===== config.mk =====
export PLATFORM = sky130hd
export DESIGN_NAME = cws_search
export DESIGN_NICKNAME = d
export VERILOG_FILES = /design/src/rtl/cumulative_weight_sampler_assert.svh /design/src/rtl/cws_pkg.sv /design/src/rtl/cws_search.sv
export SDC_FILE = /design/constraint.sdc
export NUM_CORES = 1
export LEC_CHECK = 0
export BUFFER_PORTS_ARGS = -buffer_cell sky130_fd_sc_hd__buf_2
export CORE_MARGIN = 2
export CORE_UTILIZATION = 50
export DETAILED_ROUTE_END_ITERATION = 10
export GPL_TIMING_DRIVEN = 0
export PLACE_DENSITY = 0.75
export SYNTH_ARGS = -nofsm -noshare
export SYNTH_HDL_FRONTEND = slang
export SYNTH_SLANG_ARGS = --single-unit

===== constraint.sdc =====
create_clock -name i_clk -period 6.35 [get_ports i_clk]
set_input_delay 0.3175 -clock i_clk [delete_from_list [all_inputs] [get_ports i_clk]]
set_output_delay 0.3175 -clock i_clk [all_outputs]
set_load 0.01 [all_outputs]

===== src/rtl/cumulative_weight_sampler_assert.svh =====
// Assertion macros for the cumulative weight sampler.
// Expects i_clk and i_rst_n in the scope of use; no other dependencies.
`ifndef CUMULATIVE_WEIGHT_SAMPLER_ASSERT_SVH
`define CUMULATIVE_WEIGHT_SAMPLER_ASSERT_SVH

// same-cycle implication
`define CWS_ASSERT_IMPL(lbl, cond, prop, msg) \
    lbl: assert property (@(posedge i_clk) disable iff (!i_rst_n) (cond) |-> (prop)) \
        else $error(msg);

// next-cycle implication
`define CWS_ASSERT_NEXT(lbl, cond, prop, msg) \
    lbl: assert property (@(posedge i_clk) disable iff (!i_rst_n) (cond) |=> (prop)) \
        else $error(msg);

`endif


===== src/rtl/cws_pkg.sv =====
// Shared constants and types for the cumulative weight sampler.
// No dependencies.
`default_nettype none

package cws_pkg;

    localparam int FRAC_W     = 16;
    localparam int WEIGHT_W   = 16;
    localparam int OUT_IDX_W  = 10;

    typedef struct packed {
        logic busy;
        logic done;
    } t_srch_stat;

endpackage

`default_nettype wire


===== src/rtl/cws_search.sv =====
// Binary search sequencer over the cumulative table: one compare per step.
// Depends on cws_pkg; drives the read port of cws_table.
`default_nettype none

module cws_search import cws_pkg::*; #(
    parameter int DEPTH = 1024,
    parameter int CUM_W = 26
) (
    input  wire logic                       i_clk,
    input  wire logic                       i_rst_n,
    input  wire logic                       i_start,
    input  wire logic [FRAC_W-1:0]          i_uniform,
    input  wire logic [CUM_W-1:0]           i_total,
    input  wire logic [$clog2(DEPTH+1)-1:0] i_count,
    output logic      [$clog2(DEPTH)-1:0]   o_rd_addr,
    input  wire logic [CUM_W-1:0]           i_rd_data,
    output t_srch_stat                      o_stat,
    output logic      [OUT_IDX_W-1:0]       o_index
);

    localparam int CNT_W  = $clog2(DEPTH+1);
    localparam int IDX_W  = $clog2(DEPTH);
    localparam int PROD_W = CUM_W + FRAC_W;

    typedef enum logic [1:0] {SS_IDLE, SS_READ, SS_CMP} t_sstate;

    t_sstate               r_state;
    logic                  r_done;
    logic [PROD_W-1:0]     r_target;
    logic [CNT_W-1:0]      r_lo;
    logic [CNT_W-1:0]      r_hi;
    logic [CNT_W-1:0]      r_mid;
    logic [CNT_W-1:0]      r_cnt;
    logic [OUT_IDX_W-1:0]  r_index;

    logic [PROD_W-1:0]          w_prod;
    logic [CNT_W-1:0]           w_mid;
    logic                       w_hit;
    logic [CNT_W-1:0]           w_last;
    logic [CNT_W+OUT_IDX_W-1:0] w_last_ext;

    assign w_prod     = i_uniform * i_total;
    assign w_mid      = r_lo + ((r_hi - r_lo) >> 1);
    assign o_rd_addr  = w_mid[IDX_W-1:0];
    assign w_hit      = {i_rd_data, FRAC_W'(0)} >= r_target;
    // clamp to the last entry when no entry reaches the target
    assign w_last     = (r_lo == r_cnt) ? r_cnt - CNT_W'(1) : r_lo;
    assign w_last_ext = (CNT_W+OUT_IDX_W)'(w_last);

    always_ff @(posedge i_clk) begin
        if (!i_rst_n) begin
            r_state <= SS_IDLE;
            r_done  <= 1'b0;
        end else begin
            r_done <= (r_state == SS_READ) && !(r_lo < r_hi);
            case (r_state)
                SS_IDLE: begin
                    if (i_start) begin
                        r_target <= w_prod;
                        r_lo     <= '0;
                        r_hi     <= i_count;
                        r_cnt    <= i_count;
                        r_state  <= SS_READ;
                    end
                end
                SS_READ: begin
                    if (r_lo < r_hi) begin
                        r_mid   <= w_mid;
                        r_state <= SS_CMP;
                    end else begin
                        r_index <= w_last_ext[OUT_IDX_W-1:0];
                        r_state <= SS_IDLE;
                    end
                end
                SS_CMP: begin
                    if (w_hit) begin
                        r_hi <= r_mid;
                    end else begin
                        r_lo <= r_mid + CNT_W'(1);
                    end
                    r_state <= SS_READ;
                end
                default: begin
                    r_state <= SS_IDLE;
                end
            endcase
        end
    end

    assign o_stat.busy = (r_state != SS_IDLE);
    assign o_stat.done = r_done;
    assign o_index     = r_index;

endmodule

`default_nettype wire


# Word level (Yosys, flattened, before mapping)
# Cells that the tools add are included.
[totals]
reg_bits = 99
output_inout_bits = 22
word_cells = 42
[op_classes]
n_addsub = 4
multipliers = 1
n_lt_le_gt_ge = 2
n_eq_ne = 6
n_mux = 10
bitwise = 1
reduce_logical = 10
[ops]
columns = ["operator", "n"]
rows = [
  ["two-way mux 11 bit", 4],
  ["case mux 11 bit (2 select lines)", 2],
  [">= comparator 42 bit", 1],
  ["multiplier 16 x 26 -> 42 bit", 1],
  ["adder 11 x 1 -> 11 bit, second input constant", 1],
  ["adder 11 x 10 -> 11 bit", 1],
  ["== test 11 bit", 1],
  ["< comparator 11 bit", 1],
  ["subtractor 11 bit", 1],
  ["two-way mux 10 bit", 1],
  ["subtractor 10 x 1 -> 10 bit, second input constant", 1],
  ["AND reduction 3 bit", 3],
  ["AND reduction 4 bit", 2],
  ["inequality test 2 bit, second input constant", 3],
  ["case mux 2 bit (3 select lines)", 1],
  ["two-way mux 2 bit", 2],
  ["nonzero test 2 bit", 2],
  ["== test 2 x 1 -> 1 bit, second input constant", 1],
  ["== test 2 bit, second input constant", 1],
  ["logical NOT 2 bit", 1],
  ["logical AND 1 bit", 1],
  ["logical NOT 1 bit", 1],
  ["inverter 1 bit", 1],
]

# Longest topological paths before layout
# Gate-level depths: netlist of the first run.
[logic_depth]
depth_word = 3
ltp_mapped = 24

# Least setup slack after synthesis of the first run
# OpenSTA, ideal clock, no wires.
[synth_path]
kind = "reg2reg"
start = "reg r_state[0]"
end = "reg r_lo[0] (enable)"
t_arrival_ps = 5921
slack_ps = 84
stages_incl_launch_ff = 3
n_path_buf = 0
synth_period_minus_slack_ps = 6266
cell_sequence = "dfxtp_1 -> nor4bb_1 -> a21o_1"
[synth_between]
elab_chain_len = 3
[synth_rtl]
columns = ["item", "line", "rtl"]
rows = [
  ["start, declared", "cws_search.sv:27", "t_sstate r_state;"],
  ["start signal, assigned", "cws_search.sv:52", "r_state <= SS_IDLE;"],
  ["start signal, assigned", "cws_search.sv:63", "r_state <= SS_READ;"],
  ["start signal, assigned", "cws_search.sv:69", "r_state <= SS_CMP;"],
  ["== test 2 bit / logical NOT 2 bit (equally long branches)", "cws_search.sv:56", "case (r_state)"],
  ["inequality test 2 bit (no source line) / nonzero test 2 bit (equally long branches)", "-", ""],
  ["AND reduction 4 bit (no source line) (*)", "-", ""],
  ["end signal, assigned", "cws_search.sv:79", "r_lo <= r_mid + CNT_W'(1);"],
  ["end, declared", "cws_search.sv:30", "logic [CNT_W-1:0] r_lo;"],
]
# Every way passes the cells marked *; elsewhere a longest branch is shown, timed or not.
# A chain may end at the register's enable or synchronous reset.

# Worst setup path after layout of the first run
[layout_path]
start = "in i_uniform[13]"
end = "reg r_target[40], data pin"
[layout_between]
elab_chain_len = 1
[layout_rtl]
columns = ["item", "line", "rtl"]
rows = [
  ["start, declared", "cws_search.sv:12", "input wire logic [FRAC_W-1:0] i_uniform,"],
  ["multiplier 16 x 26 -> 42 bit", "cws_search.sv:42", "assign w_prod = i_uniform * i_total;"],
  ["via w_prod[40]", "cws_search.sv:36", "logic [PROD_W-1:0] w_prod;"],
  ["end signal, assigned", "cws_search.sv:59", "r_target <= w_prod;"],
  ["end, declared", "cws_search.sv:29", "logic [PROD_W-1:0] r_target;"],
]
# The timed path passes the listed nets, and every way through them passes these cells.

==> results of run 1 <==
[metrics by stage]
stage	setup TNS (ns)	area [um^2]	hold slack (ns)	instances
after CTS	0	20400	0.1518	2628
after floorplan	0	18820	0.4164	2001
after global placement	-127.26	19960	0.4779	2612
after global routing	-0.01555	20530	0.1626	2626
after detailed placement	-10.28	20050	0.5220	2617
final	0	20530	0.1657	2626
[worst max-delay path: cells and delay by family]
family	cells	cell delay, ns
simple gates	3	0.70
xor+xnor	1	0.14
buf+inv	5	0.86
compound gates	5	0.85
fa+ha+maj	7	3.41
[state kept, by name, summed over array words and instances (netlist names)]
name	flops
r_target	42
r_cnt	11
r_hi	11
r_lo	11
r_mid	11
o_index	10
r_state	2
r_done	1
[layout make-up]
type                       count  area (um^2)  share of cell area, %
sequential                    99         2943                  14.33
tap                          511        639.4                  3.114
buffer                        75        540.5                  2.633
clock buffer                  11        232.7                  1.134
clock inverter                 5        41.29                 0.2011
multi-input combinational   1390        13940                  67.92
timing repair buffer         108        586.8                  2.858
inverter                     427         1603                  7.807
[layout by cell type (no fill, tap or decap), types with 14 or more instances in the layout]
cell type and instances:
nand3_1 18, fa_1 335, a21oi_1 62, nand4_1 14
inv_1 427, nand2_1 295, buf_4 23, o21ai_0 30
buf_6 16, buf_2 104, xor2_1 25, nor2_1 48
a21o_1 39, xnor2_1 54, ha_1 162, edfxtp_1 96
and2_1 172
[worst paths after layout]
kind                   to  slack (ns)  depth (start not counted)
max          r_target[40]        0.14                         21
min              r_cnt[7]        0.17                          1
max reg2reg     r_mid[10]        2.68                         16
min reg2reg    r_state[0]        0.57                          1
[cells by family (layout without fill, tap and decap cells)]
kind of cell,Yosys count,count (layout)
flip-flops,99,99
multiplexers,14,14
buffers and inverters,512,626
AND/OR/NAND/NOR,601,601
AO/OA/AOI/OAI,197,197
XOR/XNOR,79,79
adder cells (fa/ha/maj),499,499
[what timing repair did]
| item | in CTS | in global routing |
|---|---|---|
| resized for setup | 52 | 93 |
| setup endpoints to repair | 15 | 11 |
| gates cloned | 0 | 0 |
| pin swaps | 1 | 3 |
| buffers inserted | 1 | 2 |
[metal layers]
metal	vias to the layer above	global-route usage, %
met5	-	0
met4	0	8.605
met3	96	5.008
met2	629	42.61
met1	6990	33.54
li1	6356	-
==> results.md, run 1 <==
* Outcome: finished, final reports clean
* Worst r2r src: r_lo[1]
* Post-Synthesis Cell Area at 0.01882 mm^2
* First-pass GRT wire length at just under 80000 um
* CTS root buf: clkbuf_16
* Cts hold-fix bufs at 0
* Die height at ~200 um
* Total gr overflow at 0
* Routed wl met3 at around 4400 um
* Largest family of logic cells by synthesized area: adder cells
* Top-count cell post-synth: inv_1
* Max Buffers Root-to-Sink at 2
* Synth top area cells: fa_1, edfxtp_1, ha_1, inv_1, nand2_1
* Syn nets at around 2600
* Final setup vio count at 0
* Synth Warn # at 0
* Synth cell count leaders: inv_1, fa_1, nand2_1
* Detailed placer's ending HPWL at just over 40000 um
* GRT Util Overall at roughly 26%
* Skew final at 0.01410 ns
* Final Core Density at a little over half
* Highest routed layer: met4
* Post-Route WL at about 48000 um
* Post-synth top area share at between 30% and 40%
* Worst-Margin Slew at ~1.2 ns
* M1 WL at 19260 um
* Layout fillers at 3324
* CP Cell Sequence: buf_2, buf_2, and2_1, fa_1, fa_1, fa_1, fa_1, fa_1, inv_1, fa_1, inv_1, ha_1, nand4_2, nor4_4, o31ai_2, a311oi_2, buf_4, o311ai_4, a21oi_2, a31oi_1, xnor2_1
* Post-Syn Instances at 2001
* Yosys top cell by area: fa_1
* CP Launch Point: i_uniform[13]
* Via count at about 14000
* CP required at ~6.5 ns
* DIE WIDTH at between 150 and 200 um
* WL met2 at between 20000 and 25000 um
* Post-DRT Antenna Nets at 0
* Final Net Count at around 2700
* Crit-path most repeated cell: fa_1
* Full die area at between 0.03 and 0.04 mm^2
* Largest net degree at the start of global routing at 19
* Critical Path Source Type: input pin
* Fmax at around 160 MHz
* Multiplexer area fraction after synthesis at less than 1%
* Synthesis-stage register bit count at a little under 100
* Synth Area per Inst at 9.407 um^2
* Final hold vios at 0
* Post-synthesis cell type count at a little over 70
* Compound-cell area share of the yosys netlist at 7.179%
* Register area share after synthesis at 15.63%
* Period utilisation layout at between 90% and 100%
* CTS sink count at 99
* First drt pass iteration count at 5
* Num rows at 71
* TritonCTS clock tree: done
* Slowest cell on crit path: fa_1
* CTS buffer count at 9
* Htree depth at 3
* Initial antenna violation count at 0
* WL/cell at around 18 um
* DP Worst Slack at -0.8083 ns
* Beginning of the worst hold path: i_count[7]
* Vias per cell at 5.358
* Endpoint class of the critical path: flip-flop
* HP Class: in2reg
* Ys async rst share at 0%
* Post-synthesis adder-cell area fraction at between 40% and 50%
* Worst Slack Setup Final at around 0.14 ns
* Critical path arrival at between 6 and 7 ns
* Final Max Slew Viols at 0
* Peak per-stage delay on the critical path at 0.57 ns
* Worst skew pair latency at about 0.35 ns
* Worst slew margin at 17.83%
* IO Count at 104
* Number of synthesized flops with an enable pin at 96
* DRC at 0
* CP Class: in2reg
* Main synth FF type: edfxtp_1
* N_diodes at 0
* Clk slew on worst S/H paths at ~0.060 ns
* Core ar. at between 0.03 and 0.04 mm^2
* Max_cap viols at 0
* Post-Synth XOR/XNOR Area at around 3.7%
* Initial Utilization at around half
* Area Growth Syn to Fin at 9.067%
* Post-Synth Simple-Gate Area at approximately 15%
* CP max FO at 10
* Share of layout cells above drive strength 1 at about 11%
* PortBufs at 100
* Routability cong. at ~0.94
* DRT iter0 DRCs at approximately 760
* Period minus WS final at between 6 and 7 ns
* Vias in the first global route at between 10000 and 15000
Power of run 1 is left out: the tool's default activity adds up to more than one toggle a clock period on the data nets, which glitch-free logic cannot reach.
==> run 2: changes to the inputs <==
--- a/config.mk
+++ b/config.mk
@@ -5,6 +5,7 @@
 export SDC_FILE = /design/constraint.sdc
 export NUM_CORES = 1
 export LEC_CHECK = 0
+export ABC_AREA = 1
 export BUFFER_PORTS_ARGS = -buffer_cell sky130_fd_sc_hd__buf_2
 export CORE_MARGIN = 2
 export CORE_UTILIZATION = 50
==> results.md, run 2 <==
* IO Count at 104 (unchanged)
* Reg2Reg Depth at 13 (was 16)
* CP required at 6.43 ns (was 6.45 ns)
* Worst r2r src: r_lo[1] (unchanged)
* Max Buffers Root-to-Sink at 2 (unchanged)
* Area Growth Syn to Fin at 6.703% (was 9.067%)
* DRT iter0 DRCs at 1271 (was 764)
* Synth cell count leaders: nand2_1, inv_1, fa_1 (was inv_1, fa_1, nand2_1)
* Initial antenna violation count at 0 (unchanged)
* CP max FO at 10 (unchanged)
* FF-to-FF setup slack at 3.32 ns (was 2.68 ns)
* Largest net degree at the start of global routing at 17 (was 19)
* Synth Area per Inst at 7.724 um^2 (was 9.407 um^2)
* Top-count cell post-synth: nand2_1 (was inv_1)
* Final design area excluding fillers at 0.02141 mm^2 (was 0.02053 mm^2)
* Worst slew margin at 14.73% (was 17.83%)
* PortBufs at 61 (was 100)
* Post-Synthesis Cell Area at 0.02007 mm^2 (was 0.01882 mm^2)
* DRC at 0 (unchanged)
* Via count at 16411 (was 14071)
* Syn nets at 3179 (was 2582)
* Crit path capture: r_target[38] (was r_target[40])
* WP depth at 20 (was 21)
* Total gr overflow at 0 (unchanged)
* RSZ-0062 raised after global routing: no
* Period minus WS final at 6.058 ns (was 6.211 ns)
* Max FFs per register at 42 (unchanged)
* Main synth FF type: edfxtp_1 (unchanged)
* Die height at 204.3 um (was 198.0 um)
* Fmax at 165.1 MHz (was 161.0 MHz)
* Final setup vio count at 0 (unchanged)
* Detailed placer's ending HPWL at 45550 um (was 40680 um)
* Critical Path Source Type: input pin (unchanged)
* CTS sink count at 99 (unchanged)
* Final Net Count at 3255 (was 2691)
* Worst Path Buf+Inv at 5 (unchanged)
* Crit path max-delay family: adder cells (unchanged)
* Max_cap viols at 0 (unchanged)
* Crit-path most repeated cell: fa_1 (unchanged)
* Skew final at 0.008293 ns (was 0.01410 ns)
* Final Core Density at 54.01% (was 54.89%)
* Number of synthesized flops with an enable pin at 96 (unchanged)
* Post-CTS setup buffers at 0 (was 1)
* Yosys top cell by area: fa_1 (unchanged)
* Vias per cell at 5.124 (was 5.358)
* DIE WIDTH at 204.3 um (was 198.0 um)
* Vias in the first global route at 17191 (was 14810)
* Final hold vios at 0 (unchanged)
* Critical path arrival at 6.14 ns (was 6.31 ns)
* Largest reg by FF count: r_target (unchanged)
* Worst-Margin Slew at 1.279 ns (was 1.230 ns)
* Synthesis-stage register bit count at 99 (unchanged)
* Post-Syn Instances at 2598 (was 2001)
* Num rows at 73 (was 71)
* Register area share after synthesis at 14.67% (was 15.63%)
* Most common cell after layout, fill and taps aside: nand2_1 (was inv_1)
* CP Launch Point: i_uniform[9] (was i_uniform[13])
* WL/cell at 16.41 um (was 18.33 um)
* Synth Warn # at 0 (unchanged)
* TritonCTS clock tree: done (unchanged)
* Ys async rst share at 0% (unchanged)
* Period utilisation layout at 95.40% (was 97.82%)
* Post-synth top area share at 33.52% (was 35.74%)
* Post-synthesis cell type count at 42 (was 72)
* HP Class: in2reg (unchanged)
* Worst Slack Setup Final at 0.2919 ns (was 0.1387 ns)
* Endpoint class of the critical path: flip-flop (unchanged)
* Core ar. at 0.03964 mm^2 (was 0.03740 mm^2)
* CTS root buf: clkbuf_16 (unchanged)
* Placed Area at 0.02108 mm^2 (was 0.02005 mm^2)
* CP Cell Sequence: clkbuf_1, clkbuf_1, nand2_1, fa_1, fa_1, inv_1, fa_1, fa_1, fa_1, inv_1, fa_1, inv_1, ha_1, nand2_2, nor2_1, nand2_1, nor2_1, nand3_1, nand4_1, nand2_1 (was buf_2, buf_2, and2_1, fa_1, fa_1, fa_1, fa_1, fa_1, inv_1, fa_1, inv_1, ha_1, nand4_2, nor4_4, o31ai_2, a311oi_2, buf_4, o311ai_4, a21oi_2, a31oi_1, xnor2_1)
* Most frequent cells in the layout: nand2_1, inv_1, fa_1 (was inv_1, fa_1, nand2_1)
* First-pass GRT wire length at 86260 um (was 77210 um)
* GRT Util Overall at 26.51% (was 25.57%)
* Htree depth at 3 (unchanged)
* CP Class: in2reg (unchanged)
* Slowest cell on crit path: clkbuf_1 (was fa_1)
* Post-Route WL at 52570 um (was 48140 um)
* Clk slew on worst S/H paths at 0.07 ns (was 0.06 ns)
* Post-DRT Antenna Nets at 0 (unchanged)
* First drt pass iteration count at 7 (was 5)
* Worst skew pair latency at 0.34 ns (was 0.35 ns)
* Synth top area cells: fa_1, edfxtp_1, nand2_1, inv_1, ha_1 (was fa_1, edfxtp_1, ha_1, inv_1, nand2_1)
* Critical R2R Capture: r_mid[8] (was r_mid[10])
* Share of layout cells above drive strength 1 at 5.975% (was 10.97%)
* Initial Utilization at 50.62% (was 50.33%)
* CTS buffer count at 9 (unchanged)
* Final Max Slew Viols at 0 (unchanged)
* Outcome: finished, final reports clean (unchanged)
* Full die area at 0.04175 mm^2 (was 0.03921 mm^2)
* Routability cong. at 0.9584 (was 0.9437)
* DP Worst Slack at -0.1970 ns (was -0.8083 ns)
* Peak per-stage delay on the critical path at 0.62 ns (was 0.57 ns)
* N_diodes at 0 (unchanged)
-- run 2: cell count changes in the layout (fill, tap and decap cells not counted), sizes merged, moves of 6 or more --
cell and delta:
inv +280, nand2b -7, nor2 +78, a21o -31
xor2 +6, and2 -171, buf -67, mux2 -13
nand2 +476, xnor2 -34, clkbuf +63, o21ai -6
nand3 +42
-- run 2: cell type report --
cell class / count / area [um^2]
Fill cell: 3767 / 18230
Multi-Input combinational cell: 1676 / 14000
Sequential cell: 99 / 2943
Inverter: 707 / 2654
Tap cell: 525 / 656.9
Buffer: 116 / 494.2
Timing Repair Buffer: 65 / 354.1
Clock buffer: 9 / 225.2
Clock inverter: 6 / 88.84
-- run 2: logic make-up after synthesis --
family / count (synthesis) / synth area share, %
xor+xnor: 51 / 2.226
flops: 99 / 14.67
simple gates: 998 / 20.16
buf+inv: 823 / 15.61
fa+ha+maj: 499 / 43.68
compound gates: 128 / 3.654
-- run 2: how the worst min path moves through the flow --
| stage | from | end | cells past startpoint |
|---|---|---|---|
| finish | i_count[7] | r_cnt[7] | 1 |
| global route | i_count[9] | r_cnt[9] | 1 |
| CTS | i_count[5] | r_cnt[5] | 1 |
| detailed placement | r_state[0] | r_state[0] | 1 |
| global placement | r_state[0] | r_state[0] | 1 |
| floorplan | i_count[0] | r_cnt[0] | 0 |
-- run 2: timing repair --
item / CTS / global route
gates resized for setup: 0 / 25
hold buffers: 0 / 0
endpoints found under the setup margin: 0 / 15
-- run 2: through the flow --
| stage | std cells | hold WS (ns) | TNS (ns) |
|---|---|---|---|
| global placement | 3184 | 0.4672 | -1.789 |
| CTS | 3203 | 0.1655 | 0 |
| global route | 3203 | 0.1613 | 0 |
| detailed placement | 3188 | 0.5166 | -2.079 |
| floorplan | 2598 | 0.4164 | 0 |
| finish | 3203 | 0.1724 | 0 |
-- run 2: metal layers --
layer | share of wire [%] | up-vias | track usage, %
met3 | 7.7 | 162 | 3.986
met2 | 48 | 636 | 44.78
li1 | - | 7685 | -
met1 | 39 | 7928 | 33.79
met4 | 5.0 | 0 | 11.75
met5 | 0 | - | 0
-- run 2: worst register-to-register path: cells and delay by family (launching register included) --
family / cells / cell delay, ns
buf+inv: 1 / 0.14
xor+xnor: 2 / 0.25
fa+ha+maj: 2 / 0.84
compound gates: 3 / 0.60
flops: 1 / 0.48
simple gates: 5 / 0.47
Power of run 2 is left out for the same reason.
==> run 3: changes to the inputs <==
--- a/config.mk
+++ b/config.mk
@@ -6,12 +6,12 @@
 export NUM_CORES = 1
 export LEC_CHECK = 0
 export ABC_AREA = 1
-export BUFFER_PORTS_ARGS = -buffer_cell sky130_fd_sc_hd__buf_2
 export CORE_MARGIN = 2
 export CORE_UTILIZATION = 50
 export DETAILED_ROUTE_END_ITERATION = 10
+export DONT_BUFFER_PORTS = 1
 export GPL_TIMING_DRIVEN = 0
-export PLACE_DENSITY = 0.75
+export PLACE_DENSITY = 0.73
 export SYNTH_ARGS = -nofsm -noshare
 export SYNTH_HDL_FRONTEND = slang
 export SYNTH_SLANG_ARGS = --single-unit
==> results.md, run 3 (same netlist as run 2, synthesis figures left out) <==
* Worst-Margin Slew at 1.277 ns (was 1.279 ns)
* IO Count at 104 (unchanged)
* First drt pass iteration count at 6 (was 7)
* Outcome: finished, final reports clean (unchanged)
* Htree depth at 3 (unchanged)
* CP max FO at 10 (unchanged)
* Slowest cell on crit path: fa_1 (was clkbuf_1)
* Initial Utilization at 50.62% (unchanged)
* N_diodes at 0 (unchanged)
* Layout fillers at 3803 (was 3767)
* Share of layout cells above drive strength 1 at 3.745% (was 5.975%)
* Via count at 16303 (was 16411)
* Period minus WS final at 6.135 ns (was 6.058 ns)
* Worst Hold Margin at 0.05738 ns (was 0.1724 ns)
* Max FFs per register at 42 (unchanged)
* Num rows at 73 (unchanged)
* Worst slew margin at 14.85% (was 14.73%)
* RSZ-0062 raised after global routing: no (unchanged)
* FF/Latch Area at 0.002943 mm^2 (unchanged)
* PortBufs at 0 (was 61)
* Period utilisation layout at 96.61% (was 95.40%)
* Most common cell after layout, fill and taps aside: nand2_1 (unchanged)
* Detailed placer's ending HPWL at 45720 um (was 45550 um)
* Max Buffers Root-to-Sink at 2 (unchanged)
* Reg2Reg Depth at 8 (was 13)
* Vias per cell at 5.189 (was 5.124)
* Post-Route WL at 53710 um (was 52570 um)
* Hold Path Stages at 0 (was 1)
* Initial antenna violation count at 0 (unchanged)
* Critical path arrival at 6.23 ns (was 6.14 ns)
* Final Net Count at 3194 (was 3255)
* Vias in the first global route at 17047 (was 17191)
* Multi-input logic area at 0.01400 mm^2 (unchanged)
* Routability cong. at 0.9795 (was 0.9584)
* Largest net degree at the start of global routing at 17 (unchanged)
* Max_cap viols at 0 (unchanged)
* Clk slew on worst S/H paths at 0.07 ns (about the same)
* Total gr overflow at 0 (unchanged)
* Post-CTS setup buffers at 0 (unchanged)
* DRT iter0 DRCs at 1204 (was 1271)
* TritonCTS clock tree: done (unchanged)
* Die height at 204.3 um (unchanged)
* CP required at 6.45 ns (was 6.43 ns)
* DIE WIDTH at 204.3 um (unchanged)
* Final Max Slew Viols at 0 (unchanged)
* WL/cell at 17.09 um (was 16.41 um)
* Fmax at 163.0 MHz (was 165.1 MHz)
* First-pass GRT wire length at 87000 um (was 86260 um)
* Largest reg by FF count: r_target (unchanged)
* Final hold vios at 0 (unchanged)
* CTS buffer count at 9 (unchanged)
* Full die area at 0.04175 mm^2 (unchanged)
* Final setup vio count at 0 (unchanged)
* DRC at 0 (unchanged)
* Core ar. at 0.03964 mm^2 (unchanged)
* HP Class: in2reg (unchanged)
* Critical Path Source Type: input pin (unchanged)
* Skew final at 0.01119 ns (was 0.008293 ns)
* CTS root buf: clkbuf_16 (unchanged)
* CTS sink count at 99 (unchanged)
* Worst skew pair latency at 0.35 ns (was 0.34 ns)
* Peak per-stage delay on the critical path at 0.56 ns (was 0.62 ns)
* Post-DRT Antenna Nets at 0 (unchanged)
* CP Cell Sequence: clkbuf_1, clkbuf_1, nand2_1, fa_1, inv_1, fa_1, inv_1, fa_1, inv_1, fa_1, fa_1, inv_1, fa_1, inv_1, ha_1, nand2_2, nor2_1, nand2_1, inv_1, nand2_1, nand2_1, nand2_1, nand4_1, nand2_1 (was clkbuf_1, clkbuf_1, nand2_1, fa_1, fa_1, inv_1, fa_1, fa_1, fa_1, inv_1, fa_1, inv_1, ha_1, nand2_2, nor2_1, nand2_1, nor2_1, nand3_1, nand4_1, nand2_1)
* Area Growth Syn to Fin at 5.175% (was 6.703%)
* CP Class: in2reg (unchanged)
* Endpoint class of the critical path: flip-flop (unchanged)
* Most frequent cells in the layout: nand2_1, inv_1, fa_1 (unchanged)
* GRT Util Overall at 26.90% (was 26.51%)
run 3: routing by layer:
metal  vias to the layer above  track usage, %  part of all wire [%]
met5                         -               0                     0
li1                       7555               -                     -
met2                       668           45.80                    48
met3                       134           3.460                   7.4
met4                         0           10.97                   4.3
met1                      7946           34.73                    41
run 3: path summary, 6_finish.rpt:
| kind | slack, ns | endpoint | start |
|---|---|---|---|
| setup / recovery | 0.22 | r_target[38] | i_total[7] |
| hold / removal | 0.06 | r_cnt[4] | i_count[4] |
| setup reg to reg | 3.28 | r_mid[2] | r_lo[7] |
| hold reg to reg | 0.51 | r_state[0] | r_state[0] |
run 3: area by class of cell:
class                           count  share of cell area, %
Buffer                            116                  2.336
Inverter                          707                  12.57
Clock inverter                      6                 0.4209
Multi-Input combinational cell   1676                  66.31
Clock buffer                        9                  1.067
Sequential cell                    99                  13.94
Timing Repair Buffer                4                 0.2312
Tap cell                          525                  3.112
run 3: metrics by stage:
stage	cell area, um^2	TNS (ns)	util, %	instances	worst slack, ns
global route	21110	0	53.24	3142	0.001689
CTS	21090	0	53.21	3142	0.1139
floorplan	20070	0	-	2598	0.8939
finish	21110	0	53.24	3142	0.2152
detailed placement	20780	-2.171	52.41	3127	-0.2297
global placement	20720	-1.052	52.28	3123	-0.1338
run 3: critical path, delay by kind of cell:
| family | cells | cell delay (ns) |
|---|---|---|
| fa+ha+maj | 7 | 3.47 |
| buf+inv | 8 | 1.37 |
| simple gates | 9 | 1.07 |
run 3: what timing repair did:
action / 4_1_cts / 5_1_grt
hold buffers: 0 / 0
endpoints found under the setup margin: 0 / 18
resized for setup: 0 / 24
Power of run 3 is left out for the same reason.
